--- config.mk ---
export PLATFORM = sky130hd
export DESIGN_NAME = turn_mark_detector_top_flat
export DESIGN_NICKNAME = d
export VERILOG_FILES = /design/src/tmd_pkg.sv /design/src/tmd_if.sv /design/src/tmd_match.sv /design/src/turn_mark_detector_top.sv /design/src/flat_wrapper.sv
export SDC_FILE = /design/constraint.sdc
export NUM_CORES = 1
export LEC_CHECK = 0
export BUFFER_PORTS_ARGS = -buffer_cell sky130_fd_sc_hd__buf_2
export CAP_MARGIN = 30
export CORE_MARGIN = 2
export CORE_UTILIZATION = 60
export CTS_CLUSTER_DIAMETER = 40
export DETAILED_ROUTE_END_ITERATION = 6
export PLACE_DENSITY = 0.84
export SYNTH_ARGS = -nofsm -noshare
export SYNTH_HDL_FRONTEND = slang
export SYNTH_SLANG_ARGS = --single-unit
--- constraint.sdc ---
create_clock -name clk -period 5.5 [get_ports clk]
set_clock_uncertainty 0.15 [all_clocks]
set_input_delay 1.1 -clock clk [delete_from_list [all_inputs] [get_ports clk]]
set_output_delay 1.1 -clock clk [all_outputs]
set_load 0.02 [all_outputs]
--- src/tmd_pkg.sv ---
// tmd_pkg: shared types and constants of the turn mark detector
// sample classes, carriage kinds, register indexes and matcher result
// no dependencies
package tmd_pkg;

	localparam int unsigned SAMPLE_W = 10;
	localparam int unsigned CFG_IDX_W = 2;
	localparam int unsigned HIST_DEPTH = 3;

	localparam logic [SAMPLE_W-1:0] HIGH_THRESHOLD_RST = 10'd400;
	localparam logic [SAMPLE_W-1:0] LOW_THRESHOLD_RST = 10'd100;

	typedef enum logic [CFG_IDX_W-1:0] {
		REG_HIGH_THRESHOLD = 2'd0,
		REG_LOW_THRESHOLD = 2'd1
	} reg_idx_t;

	typedef enum logic [1:0] {
		CLS_NEUTRAL = 2'd0,
		CLS_HIGH = 2'd1,
		CLS_LOW = 2'd2
	} cls_t;

	typedef enum logic [1:0] {
		KIND_UNKNOWN = 2'd0,
		KIND_K = 2'd1,
		KIND_L = 2'd2,
		KIND_G = 2'd3
	} kind_t;

	// newest class at index 0
	typedef cls_t hist_t [HIST_DEPTH];

	typedef struct packed {
		logic hit;
		kind_t kind;
	} match_t;

endpackage

--- src/tmd_if.sv ---
// tmd_if: valid/ready channels of the turn mark detector
// sample items, result items and the register write channel
// depends on tmd_pkg
interface tmd_sample_if import tmd_pkg::*; ();
	logic valid;
	logic ready;
	logic [SAMPLE_W-1:0] sample;

	modport source (output valid, output sample, input ready);
	modport sink (input valid, input sample, output ready);
endinterface

interface tmd_result_if import tmd_pkg::*; ();
	logic valid;
	logic ready;
	logic mark_pulse;
	logic over_mark;
	logic [1:0] carriage_kind;

	modport source (output valid, output mark_pulse, output over_mark,
		output carriage_kind, input ready);
	modport sink (input valid, input mark_pulse, input over_mark,
		input carriage_kind, output ready);
endinterface

interface tmd_cfg_if import tmd_pkg::*; ();
	logic valid;
	logic ready;
	logic [CFG_IDX_W-1:0] index;
	logic [SAMPLE_W-1:0] data;

	modport source (output valid, output index, output data, input ready);
	modport sink (input valid, input index, input data, output ready);
endinterface

--- src/tmd_match.sv ---
// tmd_match: turn mark pattern matcher over the class history
// priority K, then L, then G; combinational
// depends on tmd_pkg
module tmd_match import tmd_pkg::*; (
	input hist_t hist,
	output match_t match
);

	function automatic logic seen(input hist_t h, input cls_t a, input cls_t b, input cls_t c);
		seen = (h[0] == a) && (h[1] == b) && (h[2] == c);
	endfunction

	logic hit_k;
	logic hit_l;
	logic hit_g;

	always_comb begin
		hit_k = seen(hist, CLS_HIGH, CLS_HIGH, CLS_NEUTRAL)
			|| seen(hist, CLS_NEUTRAL, CLS_HIGH, CLS_HIGH)
			|| seen(hist, CLS_HIGH, CLS_HIGH, CLS_HIGH);
		hit_l = seen(hist, CLS_LOW, CLS_LOW, CLS_NEUTRAL)
			|| seen(hist, CLS_NEUTRAL, CLS_LOW, CLS_LOW)
			|| seen(hist, CLS_LOW, CLS_LOW, CLS_LOW);
		hit_g = seen(hist, CLS_LOW, CLS_NEUTRAL, CLS_HIGH)
			|| seen(hist, CLS_HIGH, CLS_NEUTRAL, CLS_LOW)
			|| seen(hist, CLS_HIGH, CLS_HIGH, CLS_LOW)
			|| seen(hist, CLS_HIGH, CLS_LOW, CLS_LOW);
		match.hit = hit_k || hit_l || hit_g;
		if (hit_k) begin
			match.kind = KIND_K;
		end else if (hit_l) begin
			match.kind = KIND_L;
		end else if (hit_g) begin
			match.kind = KIND_G;
		end else begin
			match.kind = KIND_UNKNOWN;
		end
	end

endmodule

--- src/turn_mark_detector_top.sv ---
// Turn mark detector: each sample item is classified high, neutral or low against two
// programmable thresholds, the last three classes are matched against the K, L and G
// turn mark patterns, and one result item (rising-edge pulse, over-mark flag, held
// carriage kind) comes back per sample. One item is taken every clock cycle while not
// stalled, passing the sample register and then the result register. The result
// register stalls the sample stage while a result waits and results.ready is low.
// Users must write thresholds through the register channel while idle; not enforced.
// depends on tmd_pkg, tmd_if and tmd_match
module turn_mark_detector_top import tmd_pkg::*; (
	input logic clk,
	input logic arst_n,
	tmd_sample_if.sink samples,
	tmd_result_if.source results,
	tmd_cfg_if.sink cfg
);

	logic [SAMPLE_W-1:0] high_thr_q;
	logic [SAMPLE_W-1:0] low_thr_q;

	logic valid_s1;
	logic [SAMPLE_W-1:0] sample_s1;

	logic valid_s2;
	logic mark_pulse_s2;
	logic over_mark_s2;
	kind_t kind_s2;

	hist_t hist_q;
	hist_t hist_next;
	logic over_q;
	kind_t kind_q;

	logic advance;
	cls_t cls;
	match_t match;

	// register writes
	assign cfg.ready = 1'b1;

	always_ff @(posedge clk or negedge arst_n) begin
		if (!arst_n) begin
			high_thr_q <= HIGH_THRESHOLD_RST;
			low_thr_q <= LOW_THRESHOLD_RST;
		end else if (cfg.valid) begin
			case (cfg.index)
				REG_HIGH_THRESHOLD: high_thr_q <= cfg.data;
				REG_LOW_THRESHOLD: low_thr_q <= cfg.data;
				default: ;
			endcase
		end
	end

	// handshake
	assign advance = !valid_s2 || results.ready;
	assign samples.ready = !valid_s1 || advance;

	always_ff @(posedge clk or negedge arst_n) begin
		if (!arst_n) begin
			valid_s1 <= 1'b0;
		end else if (samples.ready) begin
			valid_s1 <= samples.valid;
		end
	end

	always_ff @(posedge clk) begin
		if (samples.ready && samples.valid) begin
			sample_s1 <= samples.sample;
		end
	end

	// classify and shift history
	always_comb begin
		if (sample_s1 >= high_thr_q) begin
			cls = CLS_HIGH;
		end else if (sample_s1 >= low_thr_q) begin
			cls = CLS_NEUTRAL;
		end else begin
			cls = CLS_LOW;
		end
		hist_next[0] = cls;
		hist_next[1] = hist_q[0];
		hist_next[2] = hist_q[1];
	end

	tmd_match u_match (
		.hist (hist_next),
		.match (match)
	);

	always_ff @(posedge clk or negedge arst_n) begin
		if (!arst_n) begin
			hist_q[0] <= CLS_NEUTRAL;
			hist_q[1] <= CLS_NEUTRAL;
			hist_q[2] <= CLS_NEUTRAL;
			over_q <= 1'b0;
			kind_q <= KIND_UNKNOWN;
			valid_s2 <= 1'b0;
		end else if (advance) begin
			valid_s2 <= valid_s1;
			if (valid_s1) begin
				hist_q <= hist_next;
				over_q <= match.hit;
				if (match.hit) begin
					kind_q <= match.kind;
				end
			end
		end
	end

	always_ff @(posedge clk) begin
		if (advance && valid_s1) begin
			mark_pulse_s2 <= match.hit && !over_q;
			over_mark_s2 <= match.hit;
			kind_s2 <= match.hit ? match.kind : kind_q;
		end
	end

	assign results.valid = valid_s2;
	assign results.mark_pulse = mark_pulse_s2;
	assign results.over_mark = over_mark_s2;
	assign results.carriage_kind = kind_s2;

endmodule
--- src/flat_wrapper.sv ---
// flat-port wrapper written by rule: the top's interface ports become plain ports
module turn_mark_detector_top_flat import tmd_pkg::*;
  (clk, arst_n, samples_valid, samples_sample, samples_ready, results_valid, results_mark_pulse, results_over_mark, results_carriage_kind, results_ready, cfg_valid, cfg_index, cfg_data, cfg_ready);
  tmd_sample_if samples_i ();
  tmd_result_if results_i ();
  tmd_cfg_if cfg_i ();
  input logic clk;
  input logic arst_n;
  input wire logic [$bits(samples_i.valid)-1:0] samples_valid;
  input wire logic [$bits(samples_i.sample)-1:0] samples_sample;
  output wire logic [$bits(samples_i.ready)-1:0] samples_ready;
  output wire logic [$bits(results_i.valid)-1:0] results_valid;
  output wire logic [$bits(results_i.mark_pulse)-1:0] results_mark_pulse;
  output wire logic [$bits(results_i.over_mark)-1:0] results_over_mark;
  output wire logic [$bits(results_i.carriage_kind)-1:0] results_carriage_kind;
  input wire logic [$bits(results_i.ready)-1:0] results_ready;
  input wire logic [$bits(cfg_i.valid)-1:0] cfg_valid;
  input wire logic [$bits(cfg_i.index)-1:0] cfg_index;
  input wire logic [$bits(cfg_i.data)-1:0] cfg_data;
  output wire logic [$bits(cfg_i.ready)-1:0] cfg_ready;
  assign samples_i.valid = samples_valid;
  assign samples_i.sample = samples_sample;
  assign samples_ready = samples_i.ready;
  assign results_valid = results_i.valid;
  assign results_mark_pulse = results_i.mark_pulse;
  assign results_over_mark = results_i.over_mark;
  assign results_carriage_kind = results_i.carriage_kind;
  assign results_i.ready = results_ready;
  assign cfg_i.valid = cfg_valid;
  assign cfg_i.index = cfg_index;
  assign cfg_i.data = cfg_data;
  assign cfg_ready = cfg_i.ready;
  turn_mark_detector_top u_core (.clk(clk), .arst_n(arst_n), .samples(samples_i), .results(results_i), .cfg(cfg_i));
endmodule
* Word-level counts from Yosys, hierarchy flattened
Index checks and enable logic that the tools add are counted.
** Cells by class
- Add/subtract/negate cells :: 0
- Multiply operators :: 0
- Div/mod/pow operators :: 0
- Magnitude comparators :: 2
- Equal/unequal tests :: 7
- Shift-type cells :: 0
- Muxes and demuxes :: 6
- Bitwise logic cells :: 0
- Reductions and logical operators :: 41
** Operators by type and width (number)
- >= comparator 10 bit :: 2
- logical AND 1 bit :: 20
- two-way mux 2 bit :: 6
- logical OR 1 bit :: 11
- == test 2 x 1 -> 1 bit (second input constant) :: 4
- logical NOT 2 bit :: 4
- == test 2 bit (second input constant) :: 3
- AND reduction 2 bit :: 3
- logical NOT 1 bit :: 3
** Storage, ports and cells
- Register bits after elaboration :: 43
- Latch bits :: 0
- RAM bits :: 0
- Memory bits (read-only) :: 0
- Memories :: 0

* Longest topological paths before layout
Gate-level depths: netlist of run 1.
- Depth after elaboration :: 13
- Mapped depth :: 10
- Mapped depth without buffers :: 9

* Modules after synthesis
A second synthesis of run 1 with hierarchy kept.
** Second synthesis, totals
- Cells, all modules :: 178
- Area, all modules :: 2125.8 um^2
** Modules (own cells, without submodules)
- turn_mark_detector_top :: times used 1, cells an instance 162, area an instance 2034.5 um^2
- tmd_match :: times used 1, cells an instance 16, area an instance 91.3 um^2

* Worst setup path before layout of run 1
OpenSTA, ideal clock, no wires.
- Kind :: register -> register
- Start :: register u_core.high_thr_q[7]
- End :: register u_core.mark_pulse_s2 (netlist: u_core.results.mark_pulse) (data pin)
- Library setup time :: 268 ps
- Arrival :: 2331 ps
- Required time :: 5082 ps
- Slack :: 2751 ps
- Stages on the path, launching flop included :: 10
- Period minus slack after synthesis :: 2749 ps
- Cell sequence :: dfstp_2 inv_1 ha_1 a211oi_2 nor2_1 or4_4 buf_6 and3b_4 a221oi_4 a21oi_1
** On the way
- Longest elaborated chain between the ends :: 10
** Ends and longest elaborated chain
- from (decl) :: line turn_mark_detector_top.sv:17 : logic [SAMPLE_W-1:0] high_thr_q;
- from (signal assigned) :: line turn_mark_detector_top.sv:46 : REG_HIGH_THRESHOLD: high_thr_q <= cfg.data;
- >= comparator 10 bit * :: line turn_mark_detector_top.sv:73 : if (sample_s1 >= high_thr_q) begin
- two-way mux 2 bit * :: line turn_mark_detector_top.sv:73
- == test 2 x 1 -> 1 bit (tied with other cells) :: line tmd_match.sv:10 : seen = (h[0] == a) && (h[1] == b) && (h[2] == c);
- logical AND 1 bit (2 in series) :: line tmd_match.sv:10
- logical OR 1 bit, on equally long branches :: line tmd_match.sv:19, tmd_match.sv:25, tmd_match.sv:22
- logical OR 1 bit, on equally long branches :: line tmd_match.sv:20, tmd_match.sv:26, tmd_match.sv:23
- logical OR 1 bit, on equally long branches :: line tmd_match.sv:28, tmd_match.sv:27
- logical OR 1 bit * :: line tmd_match.sv:28 : match.hit = hit_k || hit_l || hit_g;
- logical AND 1 bit * :: line turn_mark_detector_top.sv:112 : mark_pulse_s2 <= match.hit && !over_q;
- to (signal assigned) :: line turn_mark_detector_top.sv:112
- to (decl) :: line turn_mark_detector_top.sv:24 : logic mark_pulse_s2;
Every way passes the cells marked *; elsewhere a longest branch is shown, timed or not.
A chain may end at the register's enable or synchronous reset.

* Worst setup path in the final report of run 1
- Start :: input port results_ready
- End :: output port samples_ready
** On the way
- Longest elaborated chain between the ends :: 2
** Ends and longest elaborated chain
- from (decl) :: line flat_wrapper.sv:16 : input wire logic [$bits(results_i.ready)-1:0] results_ready;
- logical OR 1 bit :: line turn_mark_detector_top.sv:54 : assign advance = !valid_s2 || results.ready;
- logical OR 1 bit :: line turn_mark_detector_top.sv:55 : assign samples.ready = !valid_s1 || advance;
- to (decl) :: line flat_wrapper.sv:11 : output wire logic [$bits(samples_i.ready)-1:0] samples_ready;
Every way passes these cells.

==> results of run 1 <==
[layer usage]
| metal | GRT usage [%] | wire length [µm] | vias to the layer above |
|---|---|---|---|
| met4 | 5.43 | 17 | 0 |
| met2 | 37.9 | 2020 | 33 |
| li1 | - | - | 725 |
| met5 | 0 | 0 | - |
| met1 | 24.5 | 1660 | 706 |
| met3 | 6.34 | 179 | 2 |
[final timing paths]
| check | from | end | slack [ns] | cells past startpoint |
|---|---|---|---|---|
| worst max register to register | u_core.high_thr_q[7] | u_core.results.mark_pulse | 2.67 | 8 |
| max in group asynchronous | arst_n | u_core.low_thr_q[8] | 4.18 | 1 |
| worst min-delay path | u_core.high_thr_q[7] | u_core.high_thr_q[7] | 0.36 | 2 |
| min in group asynchronous | arst_n | u_core.high_thr_q[9] | 0.60 | 1 |
| worst min register to register | u_core.high_thr_q[7] | u_core.high_thr_q[7] | 0.36 | 2 |
| worst max-delay path | results_ready | samples_ready | 2.67 | 3 |
[power groups by stage]
stage	registers, mW	clock network, mW	logic (mW)
after floorplan	0.445	0	0.171
after global placement	0.440	0	0.226
after detailed placement	0.444	0	0.236
after CTS	0.438	0.163	0.238
after global routing	0.445	0.177	0.268
final	0.437	0.161	0.237
[state kept, by name, summed over array words and instances, names as in the netlist]
name                          flops
u_core.high_thr_q                10
u_core.low_thr_q                 10
u_core.sample_s1                 10
u_core.hist_next                  4
u_core.kind_q                     2
u_core.results.carriage_kind      2
u_core.over_q                     1
u_core.results.mark_pulse         1
u_core.results.over_mark          1
u_core.results.valid              1
u_core.valid_s1                   1
[final cells by class]
| type | count | area (µm²) |
|---|---|---|
| flip-flops and latches | 43 | 1150 |
| fillers | 256 | 963 |
| multi-input cells | 118 | 902 |
| repair buffers | 33 | 171 |
| inverters | 22 | 82.6 |
| well taps | 46 | 57.6 |
| clock buffers | 7 | 55.1 |
| clock inverters | 1 | 3.75 |
[per-stage QoR]
stage	hold WS, ns	util [%]
after floorplan	0.307	-
after global placement	0.325	69.5
after detailed placement	0.337	69.5
after CTS	0.357	71.2
after global routing	0.387	71.6
final	0.359	71.6
[worst reg2reg max path, delay by kind of cell (launching register included)]
family	cells	cell delay, ns
AND/OR/NAND/NOR	3	0.87
flip-flops	1	0.53
buffers and inverters	1	0.05
adder cells (fa/ha/maj)	1	0.31
AO/OA/AOI/OAI	3	0.68
[layout by cell type, fill, tap and decap left out, types with 2 or more instances in the layout]
master / instances
nand4_1: 3
inv_1: 21
mux2_2: 11
ha_1: 20
clkbuf_4: 5
dfrtp_1: 23
nand2b_1: 5
nor3_1: 2
nand2_1: 22
nand3b_1: 3
nor2_1: 6
a21oi_1: 8
o21ai_1: 5
edfxtp_1: 14
o21ai_0: 8
dfstp_2: 6
a211oi_1: 2
buf_2: 32
[cells by family (layout without fill, tap and decap cells)]
family | Yosys count | count (layout) | share of synthesized area, %
AOI/OAI and AO/OA | 34 | 34 | 10.9
other | 1 | 1 | 0.174
adders and majority gates | 20 | 20 | 11.6
buffers and inverters | 26 | 63 | 5.04
and+or+nand+nor | 51 | 51 | 12.7
DFF | 43 | 43 | 53.4
muxes | 12 | 12 | 6.20
==> results.md, run 1 <==
- Initial Utilization: 63.7%
- Worst slack at placement: 2.67 ns
- Async set-reset flop share out of synthesis: 67.4%
- Clk_lat worst skew: 0.36 ns
- Die Area: 4100 µm²
- CP Capture Type: output port
- Routed Wire Length: 3.88 mm
- Drt drc: 0
- Crit path max fanout: 3
- Setup TNS Final: 0 ns
- CP top delay family: buffers and inverters
- Internal: 568 µW
- Antenna-violating nets left: 0
- RSZ-0062 raised after global routing: false
- Comb pwr share: 28.3%
- Global route overflow: 0
- Worst setup path category: in2out
- Placed Instances: 261
- Clk slew on worst S/H paths: 0.12 ns
- Iter 0 DRT Violations: 83
- Mapped Area: 2160 µm²
- Synth area leaders: dfrtp_1, edfxtp_1, ha_1
- Via-per-instance ratio: 5.43
- Num ports: 34
- Core ar.: 3390 µm²
- WP buf/inv: 2
- Fin. Hold Viols: 0
- Global-route wire length before repair: 6.64 mm
- Main synth FF type: dfrtp_1
- PortBufs: 32
- Post-synth top area share: 26.7%
- Sw Ratio: 32.0%
- Post-cts resize count: 0
- Most numerous cell in the Yosys netlist: dfrtp_1
- Crit share post-route: 51.5%
- Synth warn: 0
- Max stage delay on crit path: 0.19 ns
- Die Span Y: 64.0 µm
- Post-DP HPWL: 2.93 mm
- Initial antenna violation count: 0
- Sequence of cells on the critical path: buf_2, nand3b_1, buf_2
- Synth cell count leaders: dfrtp_1, nand2_1, inv_1, ha_1, edfxtp_1
- CP max-delay cell: nand3b_1
- Buffer count from post-CTS setup fixing: 0
- Outcome: finished clean
- Most frequent cell on the critical path: buf_2
- Largest net degree at the start of global routing: 30
- Least-Margin Pin Slew: 0.644 ns
- GP Congestion: 0.767
- Post-Layout Cell Count: 270
- Hold buffers post-CTS: 0
- Syn Area/Cell: 11.5 µm²
- Routed len/inst: 14.4 µm
- H-tree lvl count: 2
- Reg power frac: 52.4%
- Yosys cell types: 42
- Nets: 270
- CP startpoint kind: primary input
- Root Driver: clkbuf_4
- Sequential area share after synthesis: 53.4%
- CTS tree: yes
- Antenna diodes: 0
- EDFF count, synth: 14
- Total power: 835 µW
- FMAX: 353 MHz
- Worst hold path class: reg2reg
- CP required: 4.25 ns
- Leakage: 1.11 nW
- # clock sinks: 43
- Clock power frac: 19.3%
- # Max-Cap Violations: 0
- Synthesized instance count: 187
- P_sw: 267 µW
- Drt first pass iters: 4
- Worst Slack Setup Final: 2.67 ns
- Total track usage: 21.1%
- Die Wd: 64.0 µm
- #FFs+latches synth: 43
- Yosys top cell by area: dfrtp_1
- Clock Path Buffers: 2
- PD cells: 344 nW/µm²
- Crit path DAT: 1.58 ns
- Vias in the first global route: 1525
- Post-route minimum period: 2.83 ns
- Worst vdd ir: 0.221 mV
- FP Rows: 21
- Total CTS buffers: 5
- Synthesis-to-layout area growth: 12.3%
- Final Cell Area: 2430 µm²
- Final setup viols: 0
- Ratio of cells with drive above 1 in the final layout: 28.6%
- Mapped Nets: 234
- Post-DP Area: 2360 µm²
- Max transition margin: 57.0%
- Via Count: 1466
- Max-slew violation count: 0
(Power assumes the default switching activity.)
==> inputs of run 2 (changes only) <==
CORE_UTILIZATION = 56   (was 60)
PLACE_DENSITY = 0.79   (was 0.84)
clock period = 2.8 ns   (was 5.5 ns; I/O delays follow)
==> run 2 against run 1 <==
- clock-buffer cell count grew 1
- power grew 100%
- first-iteration DRC count shrank 1.2%
- die area grew 6.7%
- worst setup slack lost 2.6 ns
- critical path type is now reg2reg
- register-to-register slack lost 2.6 ns
- non-clock buffer count grew 1
- sequential share of layout area shrank 0.61 points
- cell area grew 1.3%
- highest routed layer unchanged
- critical path depth grew 5
- critical endpoint is now u_core.results.carriage_kind[1]
==> results.md, run 2 (synthesized netlist as in run 1, its figures left out) <==
- Total CTS buffers: 5 (unchanged)
- Leakage: 1.12 nW (+1.1%)
- Filler cells: 306 (+20%)
- Crit path max fanout: 5 (+2)
- Die Wd: 66.1 µm (+3.3%)
- Least-Margin Pin Slew: 0.672 ns (+0.0279 ns)
- Vias in the first global route: 1362 (-11%)
- Root Driver: clkbuf_8
- Ratio of cells with drive above 1 in the final layout: 28.9% (+0.32 points)
- Num ports: 34 (unchanged)
- Drt first pass iters: 4 (unchanged)
- Setup TNS Final: 0 ns (unchanged)
- Reg area: 1150 µm² (unchanged)
- H-tree lvl count: 2 (unchanged)
- Core ar.: 3690 µm² (+8.8%)
- Synthesis-to-layout area growth: 13.8%
- Initial Utilization: 58.5% (-5.2 points)
- Initial antenna violation count: 0 (unchanged)
- Worst setup path category: reg2reg
- Nets: 271 (+0.37%)
- Crit share post-route: 96.1%
- FP Rows: 22 (+4.8%)
- Largest regs: u_core.high_thr_q x10, u_core.low_thr_q x10, u_core.sample_s1 x10
- Max transition margin: 55.2% (-1.9 points)
- Global-route wire length before repair: 6.06 mm (-8.7%)
- Fin. Hold Viols: 0 (unchanged)
- Hold WS: 0.143 ns (-0.216 ns)
- # Max-Cap Violations: 0 (unchanged)
- Clk slew on worst S/H paths: 0.08 ns (-0.04 ns)
- Routed len/inst: 13.7 µm (-4.6%)
- Iter 0 DRT Violations: 82 (-1.2%)
- Final setup viols: 0 (unchanged)
- Post-Layout Cell Count: 273 (+1.1%)
- Hold buffers post-CTS: 0 (unchanged)
- # clock sinks: 43 (unchanged)
- Clk_lat worst skew: 0.30 ns (-0.06 ns)
- Placed Instances: 265 (+1.5%)
- Routed Wire Length: 3.74 mm (-3.6%)
- Buffer count from post-CTS setup fixing: 0 (unchanged)
- Worst slack at placement: 0.0640 ns (-2.61 ns)
- Antenna diodes: 0 (unchanged)
- CP startpoint kind: flop
- GP Congestion: 0.841 (+9.7%)
- Die Span Y: 66.1 µm (+3.3%)
- Multi-input gate area: 906 µm² (+0.42%)
- RSZ-0062 raised after global routing: true
- Via-per-instance ratio: 5.19 (-4.5%)
- CP Capture Type: flop
- Crit path DAT: 2.58 ns (+1.00 ns)
- Commonest non-fill, non-tap cells in the layout: buf_2, dfrtp_1, nand2_1
- Outcome: finished clean
- Largest net degree at the start of global routing: 30 (unchanged)
- Total track usage: 19.2% (-1.9 points)
- Most common cell after layout, fill and taps aside: buf_2
- FMAX: 372 MHz
- Post-route minimum period: 2.69 ns
- PortBufs: 32 (unchanged)
- Worst hold path class: in2async
- Total power: 1.70 mW (+100%)
- Via Count: 1416 (-3.4%)
- Post-DP HPWL: 2.81 mm (-4.2%)
- Global route overflow: 0 (unchanged)
- Worst Slack Setup Final: 0.110 ns (-2.56 ns)
- Drt drc: 0 (unchanged)
- CTS tree: yes
- Worst vdd ir: 0.476 mV (+120%)
- Antenna-violating nets left: 0 (unchanged)
- Clock Path Buffers: 2 (unchanged)
- PD cells: 693 nW/µm² (+100%)
- CP required: 2.69 ns (-1.56 ns)
- Max-slew violation count: 0 (unchanged)
- Die Area: 4370 µm² (+6.7%)
[run 2: power by group]
group / internal [mW] / leakage, nW / total (mW) / switching, mW
Sequential: 0.790 / 0.478 / 0.857 / 0.0663
Combinational: 0.212 / 0.607 / 0.475 / 0.263
Clock: 0.177 / 0.0395 / 0.372 / 0.195
Total: 1.18 / 1.12 / 1.70 / 0.524
[run 2: worst paths after layout]
kind                                       from                               to  slack [ns]  cells past startpoint
max                        u_core.high_thr_q[7]  u_core.results.carriage_kind[1]        0.11                      8
min                                      arst_n                 u_core.kind_q[1]        0.14                      1
max in group asynchronous                arst_n             u_core.high_thr_q[0]        1.92                      1
min reg2reg                     u_core.valid_s1             u_core.results.valid        0.34                      1
min in group clk              samples_sample[2]              u_core.sample_s1[2]        0.29                      1
max reg2reg                u_core.high_thr_q[7]  u_core.results.carriage_kind[1]        0.11                      8
[run 2: repair_timing]
item / CTS / global route
gates resized for setup: 0 / 1
setup endpoints to repair: 0 / 5
hold endpoints to repair: 0 / 0
[run 2: cell type report]
cell class,count,area share (%)
inverter,22,3.36
timing repair buffer,34,7.13
tap,48,2.44
clock buffer,8,3.26
multi-input combinational,118,36.9
sequential,43,46.9
[run 2: per-stage QoR]
step	area (µm²)	utilization (%)
floorplan	2160	-
global placement	2370	64.3
detailed placement	2370	64.3
CTS	2450	66.5
global route	2460	66.6
finish	2460	66.6
[run 2: metal layers]
layer  share of wire [%]  GRT usage (%)  routed length, µm
met4                 1.6           6.89                 59
met5                   0              0                  0
met1                  47           24.5               1760
met2                  47           30.9               1760
met3                 4.5           6.13                168
[run 2: critical path: stages (launching register included)]
cell and delay [ns]:
dfstp_2 0.52, inv_1 0.04, ha_1 0.29, a211oi_2 0.17, nor2_1 0.07, or4_4 0.51
and3b_4 0.21, a221oi_4 0.36, a21boi_1 0.11
==> inputs of run 3 (changes only) <==
--- a/config.mk
+++ b/config.mk
@@ -12,5 +12,5 @@
 export CTS_CLUSTER_DIAMETER = 40
 export DETAILED_ROUTE_END_ITERATION = 6
-export PLACE_DENSITY = 0.79
+export PLACE_DENSITY = 0.8
 export SYNTH_ARGS = -nofsm -noshare
 export SYNTH_HDL_FRONTEND = slang
==> constraint.sdc (replaced) <==
create_clock -name clk -period 2.8 [get_ports clk]
set_clock_uncertainty 0.15 [all_clocks]
set_input_delay 0.14 -clock clk [delete_from_list [all_inputs] [get_ports clk]]
set_output_delay 0.14 -clock clk [all_outputs]
set_load 0.02 [all_outputs]
==> run 3 against run 2 <==
- global-route usage grew 3.4 points
- largest power group unchanged
- sequential share of layout area shrank 4.9 points
- critical path type unchanged
- sequential power grew 0.5%
- core utilization grew 7.8 points
- combinational power grew 12%
- largest cell class unchanged
- non-clock buffer count grew 26
==> results.md, run 3 (synthesized netlist as in run 1, its figures left out) <==
- Outcome: finished clean
- Initial antenna violation count: 0 (unchanged)
- Wire length on met2: 2.24 mm (+28%)
- Worst setup path category: reg2reg
- Iter 0 DRT Violations: 131 (+60%)
- # Max-Cap Violations: 0 (unchanged)
- Worst hold path class: in2reg
- GP Congestion: 0.852 (+1.3%)
- Routed Wire Length: 4.40 mm (+18%)
- Fin util: 74.5% (+7.8 points)
- Crit path DAT: 2.61 ns (+0.03 ns)
- Commonest non-fill, non-tap cells in the layout: buf_2, dlygate4sd3_1, dfrtp_1
- Num ports: 34 (unchanged)
- Ratio of cells with drive above 1 in the final layout: 29.1% (+0.19 points)
- Least-Margin Pin Slew: 0.661 ns (-0.0110 ns)
- Met3 WL: 158 µm (-6.0%)
- Max stage delay on crit path: 0.53 ns (about the same)
- Met1 WL: 1.91 mm (+8.9%)
- Clk_lat worst skew: 0.30 ns (about the same)
- Largest regs: u_core.high_thr_q x10, u_core.low_thr_q x10, u_core.sample_s1 x10
- Worst slack at placement: 0.0332 ns (-0.0308 ns)
- Worst Slack Setup Final: 0.0731 ns (-0.0368 ns)
- Root Driver: clkbuf_8
- Drt drc: 0 (unchanged)
- CP required: 2.69 ns (about the same)
- Sequence of cells on the critical path: inv_2, ha_4, a211oi_2, nor2_1, or4_4, and3b_4, a221oi_4, a21boi_1
- Crit share post-route: 97.4% (+1.3 points)
- CP startpoint kind: flop
- Fin. Hold Viols: 0 (unchanged)
- # clock sinks: 43 (unchanged)
- Total CTS buffers: 5 (unchanged)
- FMAX: 367 MHz (-1.4%)
- Max-slew violation count: 0 (unchanged)
- Via-per-instance ratio: 5.34 (+2.9%)
- Total power: 1.80 mW (+5.7%)
- Global route overflow: 0 (unchanged)
- PortBufs: 32 (unchanged)
- RSZ-0062 raised after global routing: true
- Die Area: 4370 µm² (unchanged)
- Total track usage: 22.6% (+3.4 points)
- Antenna-violating nets left: 0 (unchanged)
- Nets: 297 (+9.6%)
- PD cells: 656 nW/µm² (-5.4%)
- Die Span Y: 66.1 µm (unchanged)
- CTS tree: yes
- Initial Utilization: 58.5% (unchanged)
- Max transition margin: 55.7% (+0.54 points)
- Clock Path Buffers: 2 (unchanged)
- Drt first pass iters: 4 (unchanged)
- Via Count: 1596 (+13%)
- Highest metal used: met4
- Routed len/inst: 14.7 µm (+7.4%)
- CP max-delay cell: dfstp_2
- Worst vdd ir: 0.405 mV (-15%)
- Leakage: 1.24 nW (+10%)
- Clk slew on worst S/H paths: 0.09 ns (about the same)
- Vias in the first global route: 1626 (+19%)
- H-tree lvl count: 2 (unchanged)
- Post-route minimum period: 2.73 ns (+0.0368 ns)
- Synthesis-to-layout area growth: 27.2%
- Crit path max fanout: 5 (unchanged)
- FP Rows: 22 (unchanged)
- Post-DP HPWL: 2.87 mm (+2.2%)
- CP Capture Type: flop
- Most common cell after layout, fill and taps aside: buf_2
- Largest net degree at the start of global routing: 30 (unchanged)
- Global-route wire length before repair: 7.28 mm (+20%)
- Final setup viols: 0 (unchanged)
- Setup TNS Final: 0 ns (unchanged)
- Hold WS: 0.0288 ns (-0.114 ns)
- Core ar.: 3690 µm² (unchanged)
- Die Wd: 66.1 µm (unchanged)
- Antenna diodes: 0 (unchanged)
run 3: routing by layer:
layer,track usage (%),vias up
met5,0,-
met4,8.16,0
met3,5.79,9
met2,40.0,41
met1,26.3,768
li1,-,778
run 3: repair_timing:
| action | CTS | global route |
|---|---|---|
| setup buffers | 0 | 2 |
| hold buffers | 24 | 0 |
| hold endpoints to repair | 55 | 0 |
| resized for setup | 0 | 5 |
| setup endpoints to repair | 4 | 6 |
| pin swaps | 3 | 6 |
run 3: power breakdown:
group          total (mW)  switching (mW)  internal (mW)
registers           0.861          0.0701          0.791
logic               0.533           0.287          0.246
clock network       0.407           0.207          0.199
run 3: final cells by class:
| cell class | instances | area (µm²) |
|---|---|---|
| clock buffers | 7 | 86.3 |
| clock inverters | 1 | 5.00 |
| fillers | 265 | 942 |
| inverters | 22 | 82.6 |
| multi-input cells | 118 | 928 |
| flip-flops and latches | 43 | 1150 |
| well taps | 48 | 60.1 |
| repair buffers | 60 | 430 |
run 3: final timing paths:
kind	from	endpoint	slack [ns]	cells past startpoint
max	u_core.high_thr_q[7]	u_core.results.carriage_kind[1]	0.07	8
min	cfg_index[1]	u_core.high_thr_q[8]	0.03	4
max reg2reg	u_core.high_thr_q[7]	u_core.results.carriage_kind[1]	0.07	8
min reg2reg	u_core.valid_s1	u_core.results.valid	0.35	1
max in group asynchronous	arst_n	u_core.kind_q[1]	1.83	2
min in group asynchronous	arst_n	u_core.high_thr_q[0]	0.24	2
run 3: critical path, delay by kind of cell (launching register included):
kind / cells / cell delay [ns]
AND/OR/NAND/NOR: 3 / 0.78
AO/OA/AOI/OAI: 3 / 0.73
flip-flops: 1 / 0.53
adder cells (fa/ha/maj): 1 / 0.21
buffers and inverters: 1 / 0.04
run 3: through the flow:
step	cell area [µm²]	std cells
after global placement	2370	265
after floorplan	2160	187
final	2750	299
after CTS	2710	297
after detailed placement	2370	265
after global routing	2750	299
